==> src/rtl/qmm_pkg.sv <==
// Shared types and constants for the quad motor mixer.
`default_nettype none
package qmm_pkg;

  // Field widths
  localparam int unsigned THR_W  = 12;
  localparam int unsigned TERM_W = 13;
  localparam int unsigned MV_W   = 16;
  localparam int unsigned DUTY_W = 15;
  localparam int unsigned PROD_W = THR_W + MV_W;
  localparam int unsigned QUOT_W = MV_W;
  // Mix range: unsigned quotient plus three signed terms, with sign
  localparam int unsigned MIX_W  = QUOT_W + 2;

  // Stream payload widths, padded to whole bytes
  localparam int unsigned IN_DATA_W  = 72;
  localparam int unsigned OUT_DATA_W = 64;
  localparam int unsigned CFG_ADDR_W = 2;
  localparam int unsigned CFG_DATA_W = 16;

  // Divider pipeline shape
  localparam int unsigned DIV_STEPS  = 2;
  localparam int unsigned DIV_STAGES = QUOT_W / DIV_STEPS;

  // Register reset values
  localparam logic [DUTY_W-1:0] PWM_MAX_RST  = 15'd1000;
  localparam logic [DUTY_W-1:0] PWM_MIN_RST  = 15'd0;
  localparam logic [DUTY_W-1:0] IDLE_LVL_RST = 15'd40;
  localparam logic [MV_W-1:0]   REF_MV_RST   = 16'd4200;

  typedef enum logic [CFG_ADDR_W-1:0] {
    REG_PWM_MAX  = 2'd0,
    REG_PWM_MIN  = 2'd1,
    REG_IDLE_LVL = 2'd2,
    REG_REF_MV   = 2'd3
  } cfg_idx_e;

  typedef enum logic [1:0] {
    MODE_IDLE = 2'd0,
    MODE_FLY  = 2'd1,
    MODE_STOP = 2'd2
  } mode_e;

  // Attitude terms and mode riding alongside the throttle math
  typedef struct packed {
    logic signed [TERM_W-1:0] pitch;
    logic signed [TERM_W-1:0] roll;
    logic signed [TERM_W-1:0] yaw;
    mode_e                    mode;
  } side_t;

  // Live configuration seen by the datapath
  typedef struct packed {
    logic [DUTY_W-1:0] pwm_max;
    logic [DUTY_W-1:0] pwm_min;
    logic [DUTY_W-1:0] idle_level;
    logic [MV_W-1:0]   reference_mv;
  } cfg_t;

endpackage
`default_nettype wire

==> src/rtl/qmm_mult.sv <==
// Throttle times reference voltage, one registered stage.
`default_nettype none
module qmm_mult (
  input  wire logic                          clk_i,
  input  wire logic                          rst_ni,
  input  wire logic                          in_valid_i,
  output logic                               in_ready_o,
  input  wire logic [qmm_pkg::THR_W-1:0]     thr_i,
  input  wire logic [qmm_pkg::MV_W-1:0]      bat_i,
  input  wire logic [qmm_pkg::MV_W-1:0]      ref_i,
  input  wire qmm_pkg::side_t                side_i,
  output logic                               out_valid_o,
  input  wire logic                          out_ready_i,
  output logic [qmm_pkg::PROD_W-1:0]         prod_o,
  output logic [qmm_pkg::MV_W-1:0]           bat_o,
  output qmm_pkg::side_t                     side_o
);

  logic                        valid_q;
  logic [qmm_pkg::PROD_W-1:0]  prod_q, prod_d;
  logic [qmm_pkg::MV_W-1:0]    bat_q;
  qmm_pkg::side_t              side_q;

  assign in_ready_o = !valid_q || out_ready_i;
  assign prod_d     = qmm_pkg::PROD_W'(thr_i) * qmm_pkg::PROD_W'(ref_i);

  always_ff @(posedge clk_i or negedge rst_ni) begin
    if (!rst_ni) begin
      valid_q <= 1'b0;
    end else if (in_ready_o) begin
      valid_q <= in_valid_i;
    end
  end

  always_ff @(posedge clk_i) begin
    if (in_ready_o && in_valid_i) begin
      prod_q <= prod_d;
      bat_q  <= bat_i;
      side_q <= side_i;
    end
  end

  assign out_valid_o = valid_q;
  assign prod_o      = prod_q;
  assign bat_o       = bat_q;
  assign side_o      = side_q;

endmodule
`default_nettype wire

==> src/rtl/qmm_div.sv <==
// Pipelined restoring divider with saturation, two quotient bits per stage.
`default_nettype none
module qmm_div (
  input  wire logic                          clk_i,
  input  wire logic                          rst_ni,
  input  wire logic                          in_valid_i,
  output logic                               in_ready_o,
  input  wire logic [qmm_pkg::PROD_W-1:0]    prod_i,
  input  wire logic [qmm_pkg::MV_W-1:0]      bat_i,
  input  wire qmm_pkg::side_t                side_i,
  output logic                               out_valid_o,
  input  wire logic                          out_ready_i,
  output logic [qmm_pkg::QUOT_W-1:0]         quot_o,
  output qmm_pkg::side_t                     side_o
);

  localparam int unsigned N  = qmm_pkg::DIV_STAGES;
  localparam int unsigned MW = qmm_pkg::MV_W;
  localparam int unsigned QW = qmm_pkg::QUOT_W;

  // Index 0 is the entry stage, 1..N the divide stages
  logic [N:0]    valid_q;
  logic [N+1:0]  rdy;
  logic [MW-1:0] rem_q  [N+1];
  logic [QW-1:0] sh_q   [N+1];
  logic [MW-1:0] bat_q  [N+1];
  logic          sat_q  [N+1];
  qmm_pkg::side_t side_q [N+1];

  logic          sat_d;

  assign rdy[N+1] = out_ready_i;
  for (genvar g = 0; g <= N; g++) begin : g_rdy
    assign rdy[g] = !valid_q[g] || rdy[g+1];
  end
  assign in_ready_o = rdy[0];

  // Quotient overflows 16 bits when the high part already reaches the divisor;
  // a zero divisor always lands here.
  assign sat_d = (MW'(prod_i[qmm_pkg::PROD_W-1:QW]) >= bat_i) ? 1'b1 : 1'b0;

  always_ff @(posedge clk_i or negedge rst_ni) begin
    if (!rst_ni) begin
      valid_q[0] <= 1'b0;
    end else if (rdy[0]) begin
      valid_q[0] <= in_valid_i;
    end
  end

  always_ff @(posedge clk_i) begin
    if (rdy[0] && in_valid_i) begin
      rem_q[0]  <= MW'(prod_i[qmm_pkg::PROD_W-1:QW]);
      sh_q[0]   <= prod_i[QW-1:0];
      bat_q[0]  <= bat_i;
      sat_q[0]  <= sat_d;
      side_q[0] <= side_i;
    end
  end

  for (genvar g = 1; g <= N; g++) begin : g_stage
    logic [MW-1:0] rem_d;
    logic [QW-1:0] sh_d;

    always_comb begin
      logic [MW:0] trial;
      rem_d = rem_q[g-1];
      sh_d  = sh_q[g-1];
      trial = '0;
      for (int k = 0; k < int'(qmm_pkg::DIV_STEPS); k++) begin
        trial = {rem_d, sh_d[QW-1]};
        if (trial >= {1'b0, bat_q[g-1]}) begin
          rem_d = MW'(trial - {1'b0, bat_q[g-1]});
          sh_d  = {sh_d[QW-2:0], 1'b1};
        end else begin
          rem_d = trial[MW-1:0];
          sh_d  = {sh_d[QW-2:0], 1'b0};
        end
      end
    end

    always_ff @(posedge clk_i or negedge rst_ni) begin
      if (!rst_ni) begin
        valid_q[g] <= 1'b0;
      end else if (rdy[g]) begin
        valid_q[g] <= valid_q[g-1];
      end
    end

    always_ff @(posedge clk_i) begin
      if (rdy[g] && valid_q[g-1]) begin
        rem_q[g]  <= rem_d;
        sh_q[g]   <= sh_d;
        bat_q[g]  <= bat_q[g-1];
        sat_q[g]  <= sat_q[g-1];
        side_q[g] <= side_q[g-1];
      end
    end
  end

  assign out_valid_o = valid_q[N];
  assign quot_o      = sat_q[N] ? '1 : sh_q[N];
  assign side_o      = side_q[N];

endmodule
`default_nettype wire

==> src/rtl/qmm_mix.sv <==
// X-frame mix and mode select, then clamp to the duty window.
`default_nettype none
module qmm_mix (
  input  wire logic                          clk_i,
  input  wire logic                          rst_ni,
  input  wire qmm_pkg::cfg_t                 cfg_i,
  input  wire logic                          in_valid_i,
  output logic                               in_ready_o,
  input  wire logic [qmm_pkg::QUOT_W-1:0]    thr_i,
  input  wire qmm_pkg::side_t                side_i,
  output logic                               out_valid_o,
  input  wire logic                          out_ready_i,
  output logic [qmm_pkg::DUTY_W-1:0]         duty_o [4]
);

  localparam int unsigned XW = qmm_pkg::MIX_W;
  localparam int unsigned DW = qmm_pkg::DUTY_W;

  logic                 mix_valid_q, clp_valid_q;
  logic                 mix_rdy, clp_rdy;
  logic signed [XW-1:0] mix_q [4];
  logic signed [XW-1:0] mix_d [4];
  logic [DW-1:0]        clp_q [4];
  logic [DW-1:0]        clp_d [4];

  assign clp_rdy    = !clp_valid_q || out_ready_i;
  assign mix_rdy    = !mix_valid_q || clp_rdy;
  assign in_ready_o = mix_rdy;

  // Entries: mix one, mix two, mix three, mix four
  always_comb begin
    logic signed [XW-1:0] t, p, r, y;
    t = XW'(signed'({1'b0, thr_i}));
    p = XW'(side_i.pitch);
    r = XW'(side_i.roll);
    y = XW'(side_i.yaw);
    priority if (side_i.mode == qmm_pkg::MODE_FLY) begin
      mix_d[0] = t + p + r + y;
      mix_d[1] = t - p - r + y;
      mix_d[2] = t - p + r - y;
      mix_d[3] = t + p - r - y;
    end else if (side_i.mode == qmm_pkg::MODE_IDLE) begin
      for (int i = 0; i < 4; i++) mix_d[i] = XW'(signed'({1'b0, cfg_i.idle_level}));
    end else begin
      // stop, and the unused code, drive zero
      for (int i = 0; i < 4; i++) mix_d[i] = '0;
    end
  end

  always_comb begin
    logic signed [XW-1:0] hi, lo;
    hi = XW'(signed'({1'b0, cfg_i.pwm_max}));
    lo = XW'(signed'({1'b0, cfg_i.pwm_min}));
    for (int i = 0; i < 4; i++) begin
      // lower bound wins on an inverted window
      if (mix_q[i] < lo) begin
        clp_d[i] = cfg_i.pwm_min;
      end else if (mix_q[i] > hi) begin
        clp_d[i] = (hi < lo) ? cfg_i.pwm_min : cfg_i.pwm_max;
      end else begin
        clp_d[i] = DW'(mix_q[i]);
      end
    end
  end

  always_ff @(posedge clk_i or negedge rst_ni) begin
    if (!rst_ni) begin
      mix_valid_q <= 1'b0;
      clp_valid_q <= 1'b0;
    end else begin
      if (mix_rdy) mix_valid_q <= in_valid_i;
      if (clp_rdy) clp_valid_q <= mix_valid_q;
    end
  end

  always_ff @(posedge clk_i) begin
    if (mix_rdy && in_valid_i) mix_q <= mix_d;
    if (clp_rdy && mix_valid_q) clp_q <= clp_d;
  end

  assign out_valid_o = clp_valid_q;
  assign duty_o      = clp_q;

endmodule
`default_nettype wire

==> src/rtl/quad_motor_mixer.sv <==
// Top level of the quad motor mixer: config registers and pipeline wiring.
//
// Usage: one beat on the slave stream carries throttle, pitch, roll and yaw
// terms and the battery voltage in tdata, and the flight mode in tuser. One
// beat comes out on the master stream for every beat taken: four clamped
// channel duties. The throttle is scaled by reference_mv / battery_mv
// (truncating, saturating at 65535), mixed for an X frame and clamped to
// the pwm_min..pwm_max window; idle mode drives idle_level and stop mode
// zero, both clamped.
// An accepted input beat passes one multiply stage, one divider entry stage,
// eight divide stages of two quotient bits each, one mix stage and one clamp
// stage. Throughput is one beat per cycle while the output is not
// stalled; the divider chain sets the depth. Every stage holds its own
// valid bit, so bubbles close up while the output is stalled, and the slave
// side keeps taking beats until the pipe is full. A stalled output beat
// holds steady. Reset empties the pipe and loads the register defaults
// (pwm_max 1000, pwm_min 0, idle 40, reference 4200 mV).
// Write configuration through cfg_we_i only while the pipe is empty.
`default_nettype none
module quad_motor_mixer (
  input  wire logic                              clk_i,
  input  wire logic                              rst_ni,
  // Configuration write port
  input  wire logic                              cfg_we_i,
  input  wire logic [qmm_pkg::CFG_ADDR_W-1:0]    cfg_addr_i,
  input  wire logic [qmm_pkg::CFG_DATA_W-1:0]    cfg_wdata_i,
  // Input stream
  input  wire logic                              s_axis_tvalid_i,
  output logic                                   s_axis_tready_o,
  // throttle[11:0], pitch_term[24:12], roll_term[37:25], yaw_term[50:38],
  // battery_mv[66:51], zero fill above
  input  wire logic [qmm_pkg::IN_DATA_W-1:0]     s_axis_tdata_i,
  // flight_mode[1:0]
  input  wire logic [1:0]                        s_axis_tuser_i,
  // Output stream
  output logic                                   m_axis_tvalid_o,
  input  wire logic                              m_axis_tready_i,
  // channel1_duty[14:0], channel2_duty[29:15], channel3_duty[44:30],
  // channel4_duty[59:45], zero fill above
  output logic [qmm_pkg::OUT_DATA_W-1:0]         m_axis_tdata_o
);

  localparam int unsigned DW = qmm_pkg::DUTY_W;

  qmm_pkg::cfg_t cfg_q;

  always_ff @(posedge clk_i or negedge rst_ni) begin
    if (!rst_ni) begin
      cfg_q.pwm_max      <= qmm_pkg::PWM_MAX_RST;
      cfg_q.pwm_min      <= qmm_pkg::PWM_MIN_RST;
      cfg_q.idle_level   <= qmm_pkg::IDLE_LVL_RST;
      cfg_q.reference_mv <= qmm_pkg::REF_MV_RST;
    end else if (cfg_we_i) begin
      unique case (qmm_pkg::cfg_idx_e'(cfg_addr_i))
        qmm_pkg::REG_PWM_MAX:  cfg_q.pwm_max      <= cfg_wdata_i[DW-1:0];
        qmm_pkg::REG_PWM_MIN:  cfg_q.pwm_min      <= cfg_wdata_i[DW-1:0];
        qmm_pkg::REG_IDLE_LVL: cfg_q.idle_level   <= cfg_wdata_i[DW-1:0];
        qmm_pkg::REG_REF_MV:   cfg_q.reference_mv <= cfg_wdata_i;
        default: ;
      endcase
    end
  end

  // Unpack the input beat
  qmm_pkg::side_t side_in;
  assign side_in.pitch = signed'(s_axis_tdata_i[24:12]);
  assign side_in.roll  = signed'(s_axis_tdata_i[37:25]);
  assign side_in.yaw   = signed'(s_axis_tdata_i[50:38]);
  assign side_in.mode  = qmm_pkg::mode_e'(s_axis_tuser_i);

  logic                           mul_valid, mul_ready;
  logic [qmm_pkg::PROD_W-1:0]     mul_prod;
  logic [qmm_pkg::MV_W-1:0]       mul_bat;
  qmm_pkg::side_t                 mul_side;

  logic                           div_valid, div_ready;
  logic [qmm_pkg::QUOT_W-1:0]     div_quot;
  qmm_pkg::side_t                 div_side;

  logic [DW-1:0]                  duty [4];

  qmm_mult u_mult (
    .clk_i       (clk_i),
    .rst_ni      (rst_ni),
    .in_valid_i  (s_axis_tvalid_i),
    .in_ready_o  (s_axis_tready_o),
    .thr_i       (s_axis_tdata_i[11:0]),
    .bat_i       (s_axis_tdata_i[66:51]),
    .ref_i       (cfg_q.reference_mv),
    .side_i      (side_in),
    .out_valid_o (mul_valid),
    .out_ready_i (mul_ready),
    .prod_o      (mul_prod),
    .bat_o       (mul_bat),
    .side_o      (mul_side)
  );

  qmm_div u_div (
    .clk_i       (clk_i),
    .rst_ni      (rst_ni),
    .in_valid_i  (mul_valid),
    .in_ready_o  (mul_ready),
    .prod_i      (mul_prod),
    .bat_i       (mul_bat),
    .side_i      (mul_side),
    .out_valid_o (div_valid),
    .out_ready_i (div_ready),
    .quot_o      (div_quot),
    .side_o      (div_side)
  );

  qmm_mix u_mix (
    .clk_i       (clk_i),
    .rst_ni      (rst_ni),
    .cfg_i       (cfg_q),
    .in_valid_i  (div_valid),
    .in_ready_o  (div_ready),
    .thr_i       (div_quot),
    .side_i      (div_side),
    .out_valid_o (m_axis_tvalid_o),
    .out_ready_i (m_axis_tready_i),
    .duty_o      (duty)
  );

  // Route mixes to channels: ch1 <- mix three, ch2 <- mix one,
  // ch3 <- mix four, ch4 <- mix two
  assign m_axis_tdata_o = {4'b0000, duty[1], duty[3], duty[0], duty[2]};

endmodule
`default_nettype wire
==> config.mk <==
export PLATFORM = sky130hd
export DESIGN_NAME = quad_motor_mixer
export DESIGN_NICKNAME = d
export VERILOG_FILES = /design/src/rtl/qmm_pkg.sv /design/src/rtl/qmm_mult.sv /design/src/rtl/qmm_div.sv /design/src/rtl/qmm_mix.sv /design/src/rtl/quad_motor_mixer.sv
export SDC_FILE = /design/constraint.sdc
export NUM_CORES = 2
export LEC_CHECK = 0
export BUFFER_PORTS_ARGS = -buffer_cell sky130_fd_sc_hd__buf_4
export CORE_UTILIZATION = 34
export DETAILED_ROUTE_END_ITERATION = 8
export PLACE_DENSITY_LB_ADDON = 0.3
export SETUP_SLACK_MARGIN = 0.5
export SKIP_LAST_GASP = 1
export SYNTH_ARGS = -nofsm -noshare
export SYNTH_HDL_FRONTEND = slang
export SYNTH_SLANG_ARGS = --single-unit
==> constraint.sdc <==
create_clock -name clk_i -period 18.7 [get_ports clk_i]
set_clock_uncertainty 0.05 [all_clocks]
set_input_delay 0 -clock clk_i [delete_from_list [all_inputs] [get_ports clk_i]]
set_output_delay 0 -clock clk_i [all_outputs]
set_load 0.01 [all_outputs]
==> flow_summary.rst <==
.. list-table::
   :header-rows: 1

   * - Metric
     - Value
   * - Period utilization
     - 34.7%
   * - Fraction of final layout cells sized beyond drive strength 1
     - 12.2%
   * - Critical register-to-register path startpoint
     - cfg_q[5]
   * - Avg Inst Size Synth
     - 12.3 sq um
   * - Layout-stage area growth over the synthesis result
     - 15.0%
   * - CTS HTree Levels
     - 3
   * - Top_reg_cell synth
     - sky130_fd_sc_hd__edfxtp_1
   * - Netlist cell types
     - 108
   * - Total routing resource utilization after global routing
     - 15.6%
   * - Count of boundary I/O pins
     - 163
   * - Vias per std cell
     - 4.88
   * - Synth area leader
     - sky130_fd_sc_hd__edfxtp_1
   * - Starting density of the core
     - 34.2%
   * - Number of rows created at floorplan
     - 158
   * - Number of global-route vias before repair
     - 40300
   * - Antenna viol nets, final
     - 0
   * - Max FO, Critical Path
     - 13
   * - Dominant delay contributor by cell family on the critical path
     - adder cells
   * - Post-DP Area
     - 67300 sq um
   * - RSZ-0062 raised after global routing
     - false
   * - Number of antenna violations at the first check in global routing
     - 5
   * - Share of flip-flops with an asynchronous set or reset
     - 6.86%
   * - Leading cell type in the layout, fill and taps excluded
     - sky130_fd_sc_hd__edfxtp_1
   * - Critical Path RT
     - 19120 ps
   * - Area occupied by registers
     - 31600 sq um
   * - Die Wd
     - 434 um
   * - 1st-iter DRT viols
     - 2371
   * - Crit-path cells
     - nand2_1, fa_1, inv_1, fa_1, inv_1, fa_1, inv_1, fa_1, inv_1, fa_1, inv_1, ha_1, o21a_1, o311ai_0, a2111oi_0, o221a_2, o211ai_1, nand2b_1, a21o_1, a21oi_1, xnor2_1
   * - Cell area after synthesis
     - 63300 sq um
   * - Hold violation count in the final report
     - 0
   * - Min-Delay Path Class
     - input pin to register
   * - Wire length per cell after detailed routing
     - 18.2 um
   * - CP Launch Point
     - cfg_q[5]
   * - Hold Slack
     - 75.7 ps
   * - Maximum operating frequency
     - 154 MHz
   * - TritonCTS clock tree
     - yes
   * - Headroom to the max-slew limit
     - 15.4%
   * - Number of vias in the routed layout
     - 39400
   * - Register bit total from synthesis
     - 1064
   * - Setup TNS
     - 0 ps
   * - Worst Path Buf+Inv
     - 5
   * - Transition time at the pin with the least slew margin
     - 1270 ps
   * - Port Buf Inserts
     - 153
   * - Post-synth EDFFs
     - 991
   * - Final RePlAce weighted congestion
     - 0.885
   * - Detailed-route wire length
     - 147 mm
   * - Final-report max-slew violation count
     - 0
   * - Share of the synthesized area in the top cell type
     - 47.0%
   * - Router iterations before antenna repair
     - 5
   * - Chip height
     - 434 um
   * - Final Critical Period
     - 6490 ps
   * - Half-perimeter wire length after placement
     - 112 mm
   * - Total die area
     - 188000 sq um
   * - Final cell area excluding filler cells
     - 72800 sq um
   * - Count of yosys warnings during synthesis
     - 0
   * - Combined area of the multi-input logic cells
     - 29100 sq um
   * - Leftover overflow at the end of global routing
     - 0
   * - Number of sinks on the clock net
     - 1064
   * - Run status
     - completed
   * - Leading post-synthesis cells by cell area
     - sky130_fd_sc_hd__edfxtp_1 (47%), sky130_fd_sc_hd__ha_1 (11%), sky130_fd_sc_hd__fa_1 (7.1%), sky130_fd_sc_hd__inv_1 (3.4%), sky130_fd_sc_hd__mux2_2 (2.9%)
   * - Max-capacitance violation count
     - 0
   * - Num CTS Buffers
     - 112
   * - Category of the most critical setup path
     - register to register
   * - Highest-delay cell along the critical path
     - sky130_fd_sc_hd__a2111oi_0
   * - Core area
     - 185000 sq um
   * - Final net count
     - 6385
   * - Worst hold path startpoint
     - cfg_wdata_i[2]
   * - Diodes inserted
     - 0
   * - Post-synthesis instance total
     - 5157
   * - Share of synthesized area occupied by flip-flops and latches
     - 49.9%
   * - Later-pin clock latency in the skew report
     - 750 ps
   * - Critical path endpoint category
     - register
   * - Maximum number of pins on one net before global-route repair
     - 73
   * - Final setup fails
     - 0
   * - Clock-pin slew on the worst setup and hold paths
     - 70 ps
   * - Highest-count cells in the layout ignoring fill and taps
     - sky130_fd_sc_hd__edfxtp_1 (991), sky130_fd_sc_hd__inv_1 (579), sky130_fd_sc_hd__ha_1 (566), sky130_fd_sc_hd__nand2_1 (340), sky130_fd_sc_hd__a21oi_1 (312)
   * - Fill cell count
     - 17500
   * - Clk Tree Root Cell
     - sky130_fd_sc_hd__clkbuf_16
   * - Arrival time worst endpoint
     - 6910 ps
   * - Startpoint types
     - register
   * - Global-route wire length before repair
     - 229 mm
   * - Post-CTS setup buffers
     - 0
   * - Clock Tree Buf Depth
     - 3
   * - Post-detailed-route DRC marker count
     - 0
   * - Maximum single-stage delay on the critical path
     - 810 ps
metal layers:
| layer | vias up | routed length [um] | global-route usage, % |
|---|---|---|---|
| met5 | - | 7 | 0 |
| met1 | 19300 | 64400 | 20.1 |
| li1 | 19300 | - | - |
| met3 | 206 | 5780 | 2.24 |
| met2 | 663 | 72700 | 27.2 |
| met4 | 2 | 3780 | 4.42 |
tightest hold or removal path: cells and delay by family:
family	cells	cell delay, ps
buffers and inverters	2	690
muxes	1	150
cell families (layout without fill, tap and decap cells):
family	Yosys count	after routing	synth area share [%]
flops	1064	1064	49.9
xor+xnor	287	287	4.04
compound gates	1086	1086	11.5
fa+ha+maj	792	792	18.3
simple gates	1026	1026	8.03
other cells	1	4	0.00592
buf+inv	691	1126	4.26
mux	210	210	3.89
through the flow:
step / setup slack (ps) / std cells / utilization (%)
2_1_floorplan: 12660 / 5160 / -
3_3_place_gp: 12340 / 7708 / 36.4
3_5_place_dp: 12320 / 7708 / 36.4
4_1_cts: 12280 / 8075 / 39.3
5_1_grt: 11910 / 8075 / 39.3
6_report: 12210 / 8075 / 39.3
sequential cells by signal, summed over array words and instances (netlist names):
name,flops
u_div.bat_q,128
u_mix.out_valid_o,1
u_mult.prod_o,28
u_div.side_q,369
u_mult.side_o,41
u_mix.duty_o,60
u_div.rem_q,124
u_div.sh_q,144
u_mix.mix_valid_q,1
u_mult.out_valid_o,1
u_div.out_valid_o,1
u_mix.mix_q,72
cfg_q,61
u_div.valid_q,8
u_mult.bat_o,16
u_div.sat_q,9
cells in the mapped netlist, types with 16 or more instances:
library cell                count
sky130_fd_sc_hd__o21ai_0      176
sky130_fd_sc_hd__o21bai_1      37
sky130_fd_sc_hd__nand2_1      340
sky130_fd_sc_hd__nand3_1       46
sky130_fd_sc_hd__or3_1         23
sky130_fd_sc_hd__nor2_1       192
sky130_fd_sc_hd__xnor2_1      207
sky130_fd_sc_hd__o21a_1        45
sky130_fd_sc_hd__mux2_2       162
sky130_fd_sc_hd__fa_1         226
sky130_fd_sc_hd__a2111oi_0     16
sky130_fd_sc_hd__nor2b_1       57
sky130_fd_sc_hd__ha_1         566
sky130_fd_sc_hd__nand4_1       60
sky130_fd_sc_hd__nand2b_1      74
sky130_fd_sc_hd__nor3_1        50
sky130_fd_sc_hd__mux2i_1       16
sky130_fd_sc_hd__a31oi_1       16
sky130_fd_sc_hd__inv_1        579
sky130_fd_sc_hd__dfrtp_1       61
sky130_fd_sc_hd__mux2_4        32
sky130_fd_sc_hd__o22ai_1       24
sky130_fd_sc_hd__o2bb2ai_1     45
sky130_fd_sc_hd__a21oi_1      312
sky130_fd_sc_hd__and2_1        77
sky130_fd_sc_hd__clkbuf_1      83
sky130_fd_sc_hd__a22oi_1       46
sky130_fd_sc_hd__or2_2         31
sky130_fd_sc_hd__a21o_1       147
sky130_fd_sc_hd__xor2_1        77
sky130_fd_sc_hd__a211oi_1      38
sky130_fd_sc_hd__edfxtp_1     991
layout make-up:
cell class / count / area share [%]
clock buffers: 125 / 3.97
clock inverters: 88 / 1.41
repair buffers: 332 / 3.98
well taps: 2480 / 4.26
flip-flops and latches: 1064 / 43.4
inverters: 581 / 2.99
multi-input cells: 3405 / 40.0
worst paths after layout:
check,slack (ps),endpoint,depth (start not counted)
setup / recovery,12210,u_mult.prod_o[25],21
hold / removal,80,cfg_q[33],3
setup reg to reg,12210,u_mult.prod_o[25],21
hold reg to reg,330,u_div.side_q[0][324],0
max in group asynchronous,17710,cfg_q[9],4
min in group asynchronous,460,cfg_q[19],3
what timing repair did:
item                                    4_1_cts  5_1_grt
gates resized for setup                       0        0
endpoints found under the setup margin        0        0
endpoints found under the hold margin       244        0
hold buffers                                154        0
Power is left out: the tool's default activity adds up to more than one toggle a clock period on the data nets, which glitch-free logic cannot reach.
